<file path="src/dodpf_free_map.sv">
`timescale 1ns / 1ps
`default_nettype none

// Free buffer map: one bit per buffer, lowest free buffer offered for grabbing.
module dodpf_free_map #(
    parameter int SLOTS = 26,
    localparam int SLOT_W = $clog2(SLOTS)
) (
    input  wire logic              clk,
    input  wire logic              rst_n,
    input  wire logic              clear,
    input  wire logic              grab,
    input  wire logic              rel_en,
    input  wire logic [SLOT_W-1:0] rel_slot,
    output logic      [SLOT_W-1:0] grab_slot
);

    logic [SLOTS-1:0] free_reg;
    logic [SLOTS-1:0] free_next;

    always_comb
    begin
        grab_slot = '0;
        for (int i = SLOTS - 1; i >= 0; i--)
        begin
            if (free_reg[i])
            begin
                grab_slot = SLOT_W'(i);
            end
        end
    end

    always_comb
    begin
        free_next = free_reg;
        if (grab)
        begin
            free_next[grab_slot] = 1'b0;
        end
        if (rel_en)
        begin
            free_next[rel_slot] = 1'b1;
        end
        if (clear)
        begin
            free_next = '1;
        end
    end

    always_ff @(posedge clk or negedge rst_n)
    begin
        if (!rst_n)
        begin
            free_reg <= '1;
        end
        else
        begin
            free_reg <= free_next;
        end
    end

endmodule

`default_nettype wire
</file>
<file path="config.mk">
export PLATFORM = sky130hd
export DESIGN_NAME = dodpf_free_map
export DESIGN_NICKNAME = d
export VERILOG_FILES = /design/src/dodpf_free_map.sv
export SDC_FILE = /design/constraint.sdc
export NUM_CORES = 1
export LEC_CHECK = 0
export BUFFER_PORTS_ARGS = -buffer_cell sky130_fd_sc_hd__buf_2
export CORE_MARGIN = 2
export CORE_UTILIZATION = 48
export CTS_CLUSTER_SIZE = 40
export DETAILED_ROUTE_END_ITERATION = 7
export PLACE_DENSITY = 0.63
export SYNTH_ARGS = -nofsm -noshare
export SYNTH_HDL_FRONTEND = slang
export SYNTH_SLANG_ARGS = --single-unit
</file>
<file path="constraint.sdc">
create_clock -name clk -period 2.36 [get_ports clk]
set_clock_uncertainty 0.1 [all_clocks]
set_input_delay 0.118 -clock clk [delete_from_list [all_inputs] [get_ports clk]]
set_output_delay 0.118 -clock clk [all_outputs]
set_load 0.005 [all_outputs]
</file>
* Yosys cells after proc, flatten, opt, wreduce, memory -nomap -nowiden *
Index checks and enable logic that the tools add are counted.
Widths: inputs -> output; s select.

word-level totals
  register bits = 26
  output and inout bits = 5
  logic and storage cells = 43

cells by class
  magnitude comparators = 4
  mux-type cells = 33
  bitwise logic cells = 3
  reduce and logical (&&, ||, !) cells = 2

operators by type and width
  operator            count
  $mux 5              26
  $mux 26             3
  $and 26x26->26      1
  $not 26->26         1
  $or 26x26->26       1
  $lt 5x6->1 const B  2
  $demux 1 s5         2
  $ge 5x1->1 const B  2
  $logic_and 1x1->1   2
  $mux 1              2

* Logic depth before layout (Yosys ltp) *
Gate-level depths: netlist (run 1).

  depth in word-level cells = 36
  gate-level depth with buffers = 7
  depth with buffers taken out = 6

* Least setup slack after synthesis (run 1) *
Ideal clock, no wire load.

  path type = register -> register
  start = reg free_reg[3]
  end = reg free_reg[13]
  arrival time = 1.904 ns
  required time = 2.183 ns
  setup slack = 0.279 ns
  stages on the path, launching flop included = 8
  cell sequence = dfstp_2 -> buf_6 -> or4_4 -> or2_4 -> nor2_2 -> nand2_2 -> a221o_1 -> a21o_1

between the ends
  word-level cells in the longest chain between the ends = 14
  elaborated cells on any way between the ends = 15

ends and longest elaborated chain
  element                                                                line  source
  start: declaration                                                     18    logic [SLOTS-1:0] free_reg;
  start signal: assignment                                               58    free_reg <= free_next;
  $mux 5 * (4 in a row)                                                  26    if (free_reg[i])
  $lt 5x6->1 (implied by the code) / $ge 5x1->1 (equally long branches)  38    free_next[grab_slot] = 1'b0;
  $logic_and 1x1->1 (implied by the code)                                38
  $mux 1 (implied by the code)                                           38
  $demux 1 s5 *                                                          38
  $not 26->26 (no line) *                                                -
  $and 26x26->26 (no line) *                                             -
  $mux 26 *                                                              36    if (grab)
  $or 26x26->26 (no line)                                                -
  $mux 26 *                                                              40    if (rel_en)
  $mux 26 *                                                              44    if (clear)
  net free_next[13]                                                      19    logic [SLOTS-1:0] free_next;

The timed path passes the listed nets; every way through them passes the cells marked *.

* Worst setup path after layout (run 1) *
  start = reg free_reg[5]
  end = reg free_reg[3]

between the ends
  word-level cells in the longest chain between the ends = 16
  elaborated cells on any way between the ends = 17

ends and longest elaborated chain
  element                                                                line
  $mux 5 * (6 in a row)                                                  26
  $lt 5x6->1 (implied by the code) / $ge 5x1->1 (equally long branches)  38
  $logic_and 1x1->1 (implied by the code)                                38
  $mux 1 (implied by the code)                                           38
  $demux 1 s5 *                                                          38
  $not 26->26 (no line) *                                                -
  $and 26x26->26 (no line) *                                             -
  $mux 26 *                                                              36
  $or 26x26->26 (no line)                                                -
  $mux 26 *                                                              40
  $mux 26 *                                                              44
  net free_next[3]                                                       19

Marked as above.

==> results of run 1 <==
## synthesized netlist by cell type (4+ instances only)
library cell	number
clkbuf_1	4
inv_1	7
a221o_1	18
nor3b_1	5
nor3_1	7
nor2_1	13
nand2_1	10
a21o_1	10
nor4_1	5
nand3_1	11
or4_1	4
o21ai_0	8
dfstp_2	26
a21oi_1	18
## layer usage
metal / vias up / part of all wire, %
met4: 0 / 3.0
met2: 91 / 48
met5: - / 0
met1: 846 / 42
li1: 794 / -
met3: 17 / 7.4
## per-stage QoR
step	cell area (sq um)	TNS (ns)
4_1_cts	1960	0
3_3_place_gp	1930	0
6_report	2020	0
2_1_floorplan	1750	0
3_5_place_dp	1930	0
5_1_grt	2020	-0.0188
## cell families after synthesis
logic type	synth area share, %
simple gates	28.0
flops	39.1
compound gates	29.6
buf+inv	3.29
## layout make-up
class	count	area share, %
Clock buffer	4	1.80
Inverter	7	1.30
Multi-Input combinational cell	153	52.3
Sequential cell	26	33.8
Tap cell	46	2.85
Timing Repair Buffer	26	7.94
## worst reg2reg max path, delay by kind of cell, from the launching register on
family / cells / cell delay, ns
AO/OA/AOI/OAI: 4 / 1.10
buffers and inverters: 1 / 0.14
flip-flops: 1 / 0.43
AND/OR/NAND/NOR: 2 / 0.49
## cells in the final DEF, fill, tap and decap left out, drive strengths merged
master / synthesis / final
a211oi: 2 / 2
nor2b: 2 / 2
and2b: 2 / 2
or2: 4 / 4
dfstp: 26 / 26
or3b: 1 / 1
nand2: 12 / 12
nor2: 15 / 15
o21ai: 10 / 10
o41a: 1 / 1
a21o: 10 / 10
nand3: 11 / 11
or3: 2 / 2
nor3: 8 / 8
o211ai: 1 / 1
nor3b: 6 / 6
o21bai: 1 / 1
or4: 5 / 5
o31a: 1 / 1
o2111ai: 1 / 1
nor4: 6 / 6
nand2b: 3 / 3
a21oi: 19 / 19
a221o: 18 / 18
nand3b: 1 / 1
a2bb2oi: 2 / 2
o31ai: 3 / 3
and3b: 3 / 3
and3: 2 / 2
buf: 2 / 26
clkbuf: 4 / 4
inv: 7 / 7
o221ai: 1 / 1
## timing repair
action / CTS / global route
setup buffers: 0 / 2
gates resized for setup: 0 / 11
setup endpoints to repair: 0 / 7
## power by group through the flow
stage          sequential (W)  clock, W  combinational [W]
2_1_floorplan        0.000462         0          0.0000418
3_3_place_gp         0.000465         0          0.0000800
3_5_place_dp         0.000466         0          0.0000821
4_1_cts              0.000459  0.000239          0.0000822
5_1_grt              0.000461  0.000256          0.0000913
6_report             0.000460  0.000233          0.0000830
## path summary, 6_finish.rpt
check	start	endpoint	slack (ns)	cells after the start
worst min-delay path	rst_n	free_reg[1]$_DFF_PN1_	-0.02	1
worst min register to register	free_reg[25]$_DFF_PN1_	free_reg[25]$_DFF_PN1_	0.40	2
worst max register to register	free_reg[5]$_DFF_PN1_	free_reg[3]$_DFF_PN1_	0.07	7
max in group asynchronous	rst_n	free_reg[18]$_DFF_PN1_	2.13	1
worst max-delay path	free_reg[5]$_DFF_PN1_	free_reg[3]$_DFF_PN1_	0.07	7
min in group clk	grab	free_reg[2]$_DFF_PN1_	0.02	3
==> results.py, run 1 <==
metrics = {
    "clock_network": {
        "clkTransAtPathRegs_ns": 0.15,
        "postCtsHoldBufs": 0,
        "cts_root_buf": "clkbuf_4",
        "cts.htree.levels": 1,
        "cts_tree": "done",
        "clockBufferDepth": 2,
        "cts_buffers": 3,
        "clock_sinks": 26,
        "clk_latency_ns": 0.33,
    },
    "power_and_ir_drop": {
        "switching_share_pct": 25.8,
        "pwr_density_cell_nw_per_um2": 385,
        "p_seq_share_pct": 59.2,
        "p_clk_share_pct": 30.1,
        "vdd_ir_drop_max_mv": 0.251,
        "p_leak_nw": 0.716,
        "p_comb_share_pct": 10.7,
        "p_total_w": 0.000776,
        "power.internal_w": 0.000576,
        "power_switching_w": 0.000200,
    },
    "finish": {
        "drive_above_1_share_pct": 36.1,
        "utilization_pct": 59.1,
        "fin_cells": 262,
        "antennaDiodeCount": 0,
        "seq_area_sq_um": 683,
        "finalNetCount": 227,
        "largest_reg_flops": 26,
        "multi_input_area_sq_um": 1050,
        "syn_to_final_growth_pct": 15.5,
        "n_fill_cell": 306,
    },
    "logic_synthesis": {
        "ys.flop_type": "dfstp_2",
        "synth-seq-cells": 26,
        "netlist.area_leader.share_pct": 39.1,
        "synth_top_area_cell": "dfstp_2",
        "yosys_warnings": 0,
        "syn_nets": 202,
        "synth_area_per_cell_sq_um": 9.10,
        "ys_types": 46,
        "syn_area_sq_um": 1750,
        "synthTopCellsByArea": "dfstp_2 39%, a221o_1 10%, a21oi_1 5.2%, a21o_1 4.3%, nand3_1 3.2%",
        "synth_cells": 192,
        "synth-async-reset-ratio_pct": 100,
        "ys_seq_area_share_pct": 39.1,
        "synth_edf_count": 0,
    },
    "route": {
        "drt-total-wl_mm": 5.20,
        "wl_per_cell_um": 19.8,
        "drt-initial-drc-count": 198,
        "ant_nets": 0,
        "vias": 1748,
        "dr.pass1.iters": 4,
        "viasPerCell": 6.67,
        "route.detailed.drc": 0,
    },
    "timing": {
        "relSlewSlack_pct": 54.8,
        "fin_crit_sh_pct": 97.0,
        "tightest_slew_ns": 0.675,
        "rsz0062_at_grt": "true",
        "report.final.slew_viol_count": 0,
        "setup_viol_count_final": 0,
        "finalHoldViolCount": 18,
        "worst_slack_ns": 0.0712,
        "hold_ws_ns": -0.0238,
        "period_minus_slack_ns": 2.29,
        "max_freq_mhz": 437,
    },
    "setup_path": {
        "crit_chain": "buf_4 -> nor4_1 -> o31a_1 -> o21ai_1 -> a21oi_2 -> nand2_1 -> a221o_1",
        "worstPathArrival_ns": 2.47,
        "path_max_fanout": 7,
        "cp-end-kind": "flop",
        "start_kind": "flop",
        "max_stage_delay_ns": 0.43,
        "crit_buf_inv": 1,
        "slowest_stage": "dfstp_2",
        "crit_type": "reg -> reg",
        "critical_path.top_delay_family": "compound AO/OA/AOI/OAI gates",
        "required_ns": 2.54,
    },
    "global_route": {
        "grt_max_degree": 27,
        "grt_pass1_vias": 1653,
        "grtUsageTotal_pct": 26.7,
        "use_met1_pct": 35.8,
        "antenna_found_initial": 0,
        "use_met2_pct": 43.0,
        "grt_use_met3_pct": 4.58,
        "grt_pass1_wl_mm": 8.46,
        "busiest_layer": "met2",
        "grt.overflow.total": 0,
    },
    "floorplan": {
        "io_pins": 15,
        "coreArea_sq_um": 3420,
        "initial_core_util_pct": 51.1,
        "std_cell_rows": 21,
        "die_h_um": 64.3,
        "dieArea_sq_um": 4140,
        "die_x_um": 64.3,
    },
    "place": {
        "pre_cts_slack_ns": 0.0461,
        "place_congestion": 1.01,
        "place_inst": 257,
        "hpwl_mm": 3.75,
        "portBuffers": 14,
    },
    "run": {
        "maxCapViolCount": 0,
    },
    "min_path": {
        "hold_class": "in -> async",
    },
    "status": {
        "violations": "negative hold slack",
        "status": "complete, but fails checks",
    },
}
Note: power is estimated with default switching activity, not from simulation.
==> run 2: changes to the inputs <==
--- a/config.mk
+++ b/config.mk
@@ -6,11 +6,13 @@
 export NUM_CORES = 1
 export LEC_CHECK = 0
 export BUFFER_PORTS_ARGS = -buffer_cell sky130_fd_sc_hd__buf_2
+export CELL_PAD_IN_SITES_DETAIL_PLACEMENT = 0
+export CELL_PAD_IN_SITES_GLOBAL_PLACEMENT = 1
 export CORE_MARGIN = 2
-export CORE_UTILIZATION = 48
+export CORE_UTILIZATION = 45
 export CTS_CLUSTER_SIZE = 40
 export DETAILED_ROUTE_END_ITERATION = 7
-export PLACE_DENSITY = 0.63
+export PLACE_DENSITY = 0.75
 export SYNTH_ARGS = -nofsm -noshare
 export SYNTH_HDL_FRONTEND = slang
 export SYNTH_SLANG_ARGS = --single-unit
==> constraint.sdc (replaced) <==
create_clock -name clk -period 2.36 [get_ports clk]
set_clock_uncertainty 0.1 [all_clocks]
set_input_delay 0.59 -clock clk [delete_from_list [all_inputs] [get_ports clk]]
set_output_delay 0.59 -clock clk [all_outputs]
set_load 0.005 [all_outputs]
==> run 2 against run 1 <==
Effect of this change:
- the run ends with negative setup slack left
- total power up 22%
- critical endpoint is now grab_slot[0]
- final cell count rose by 5.7%
- hold slack better by 0.43 ns
- largest power group unchanged
- via count up 3.1%
==> results.py, run 2 (synthesis results as in run 1) <==
metrics = {
    "floorplan": {
        "coreArea_sq_um": 3690,
        "die_x_um": 66.3,
        "die_h_um": 66.3,
        "io_pins": 15,
        "std_cell_rows": 22,
        "dieArea_sq_um": 4400,
        "initial_core_util_pct": 47.4,
    },
    "clock_network": {
        "cts_root_buf": "clkbuf_8",
        "clkTransAtPathRegs_ns": 0.09,
        "cts.htree.levels": 1,
        "clockBufferDepth": 2,
        "cts_buffers": 3,
        "cts_tree": "done",
        "clk_latency_ns": 0.28,
        "clock_sinks": 26,
    },
    "min_path": {
        "hold_depth": 2,
        "hold_class": "reg -> reg",
        "hold_start": "free_reg[8]$_DFF_PN1_",
        "hold_end": "free_reg[8]$_DFF_PN1_",
    },
    "setup_path": {
        "reg2reg_slack_ns": -0.08,
        "max_stage_delay_ns": 0.58,
        "crit_type": "reg -> out",
        "path_max_fanout": 5,
        "reg2reg_to": "free_reg[16]$_DFF_PN1_",
        "critical_path.top_delay_family": "compound AO/OA/AOI/OAI gates",
        "slowest_stage": "dfstp_2",
        "crit_buf_inv": 2,
        "rr_startpoint": "free_reg[24]$_DFF_PN1_",
        "reg2regPathDepth": 9,
        "crit_chain": "inv_2 -> a221o_1 -> a211oi_2 -> o41a_2 -> buf_6",
        "start_kind": "flop",
        "required_ns": 1.67,
        "cp-end-kind": "output port",
        "worstPathArrival_ns": 1.89,
    },
    "place": {
        "portBuffers": 14,
        "placed_area_sq_um": 1940,
        "place_inst": 260,
        "pre_cts_slack_ns": -0.00231,
        "hpwl_mm": 3.78,
        "place_congestion": 0.898,
    },
    "global_route": {
        "grt_pass1_vias": 1742,
        "antenna_found_initial": 0,
        "grt_pass1_wl_mm": 8.60,
        "grtUsageTotal_pct": 26.8,
        "grt_max_degree": 27,
        "grt.overflow.total": 0,
    },
    "finish": {
        "seq_area_sq_um": 683,
        "final_cell_mix": "26 x dfstp_2, 22 x buf_4, 18 x a221o_1",
        "multi_input_area_sq_um": 1150,
        "n_fill_cell": 324,
        "drive_above_1_share_pct": 45.4,
        "largest_reg_flops": 26,
        "syn_to_final_growth_pct": 29.7,
        "fin_cells": 277,
        "utilization_pct": 61.4,
        "fin_area_sq_um": 2260,
        "layout_commonest_cell": "dfstp_2",
        "antennaDiodeCount": 0,
        "finalNetCount": 240,
    },
    "route": {
        "dr.pass1.iters": 4,
        "ant_nets": 0,
        "viasPerCell": 6.51,
        "route.detailed.drc": 0,
        "vias": 1803,
        "drt-total-wl_mm": 5.52,
        "wl_per_cell_um": 19.9,
        "drt-initial-drc-count": 117,
    },
    "timing": {
        "worst_slack_ns": -0.225,
        "finalHoldViolCount": 0,
        "report.final.slew_viol_count": 0,
        "relSlewSlack_pct": 60.0,
        "rsz0062_at_grt": "true",
        "max_freq_mhz": 387,
        "fin_crit_sh_pct": 110,
        "tightest_slew_ns": 0.598,
        "setup_viol_count_final": 8,
        "period_minus_slack_ns": 2.58,
    },
    "run": {
        "maxCapViolCount": 0,
    },
    "power_and_ir_drop": {
        "pwr_density_cell_nw_per_um2": 417,
        "vdd_ir_drop_max_mv": 0.244,
        "p_leak_nw": 0.834,
    },
    "status": {
        "status": "complete, but fails checks",
        "violations": "negative setup slack",
    },
}
[run 2: changes by cell type in the layout (fill, tap and decap cells not counted), sizes merged]
cell,delta
bufinv,+1
clkbuf,-1
buf,+13
[run 2: power breakdown]
| part | switching, W | internal [W] | leakage, nW |
|---|---|---|---|
| Clock | 0.000150 | 0.000227 | 0.0357 |
| Combinational | 0.0000660 | 0.0000438 | 0.525 |
| Sequential | 0.00000404 | 0.000452 | 0.274 |
| Total | 0.000220 | 0.000724 | 0.834 |
[run 2: worst max path at each step]
stage	to	depth (start not counted)	slack, ns	start
2_1_floorplan	grab_slot[3]	4	0.22	free_reg[23]$_DFF_PN1_
3_3_place_gp	grab_slot[0]	5	0.02	free_reg[5]$_DFF_PN1_
3_5_place_dp	grab_slot[0]	5	-0.002	free_reg[21]$_DFF_PN1_
4_1_cts	grab_slot[0]	5	-0.19	free_reg[21]$_DFF_PN1_
5_1_grt	grab_slot[0]	5	-0.30	free_reg[21]$_DFF_PN1_
6_report	grab_slot[0]	5	-0.22	free_reg[21]$_DFF_PN1_
[run 2: worst register-to-register path: stages, from the launching register on]
cell      delay [ns]
dfstp_2         0.56
nand2b_4        0.12
a221o_1         0.17
a211oi_2        0.10
o41a_2          0.49
buf_4           0.15
buf_6           0.11
buf_4           0.15
or2_4           0.26
a21o_1          0.16
[run 2: through the flow]
step	TNS (ns)	total power, W	hold WS [ns]
final	-0.927	0.000943	0.408
after global routing	-1.71	0.000982	0.432
after CTS	-0.615	0.000938	0.396
after detailed placement	-0.00231	0.000554	0.381
after global placement	0	0.000553	0.366
after floorplan	0	0.000504	0.342
[run 2: what timing repair did]
item / in CTS / in global routing
setup buffers: 9 / 4
resized for setup: 16 / 17
setup endpoints to repair: 5 / 17
hold buffers: 0 / 0
pin swaps: 4 / 12
[run 2: layout make-up]
type	count	area share [%]
clock buffer	3	1.82
clock inverter	1	1.33
tap	48	2.65
inverter	7	1.16
multi-input combinational	153	50.7
timing repair buffer	39	12.2
sequential	26	30.2
[run 2: routing by layer]
layer / track usage (%) / wire, um
met1: 34.7 / 2410
met3: 4.94 / 297
met2: 42.1 / 2620
met4: 14.3 / 185
met5: 0 / 0
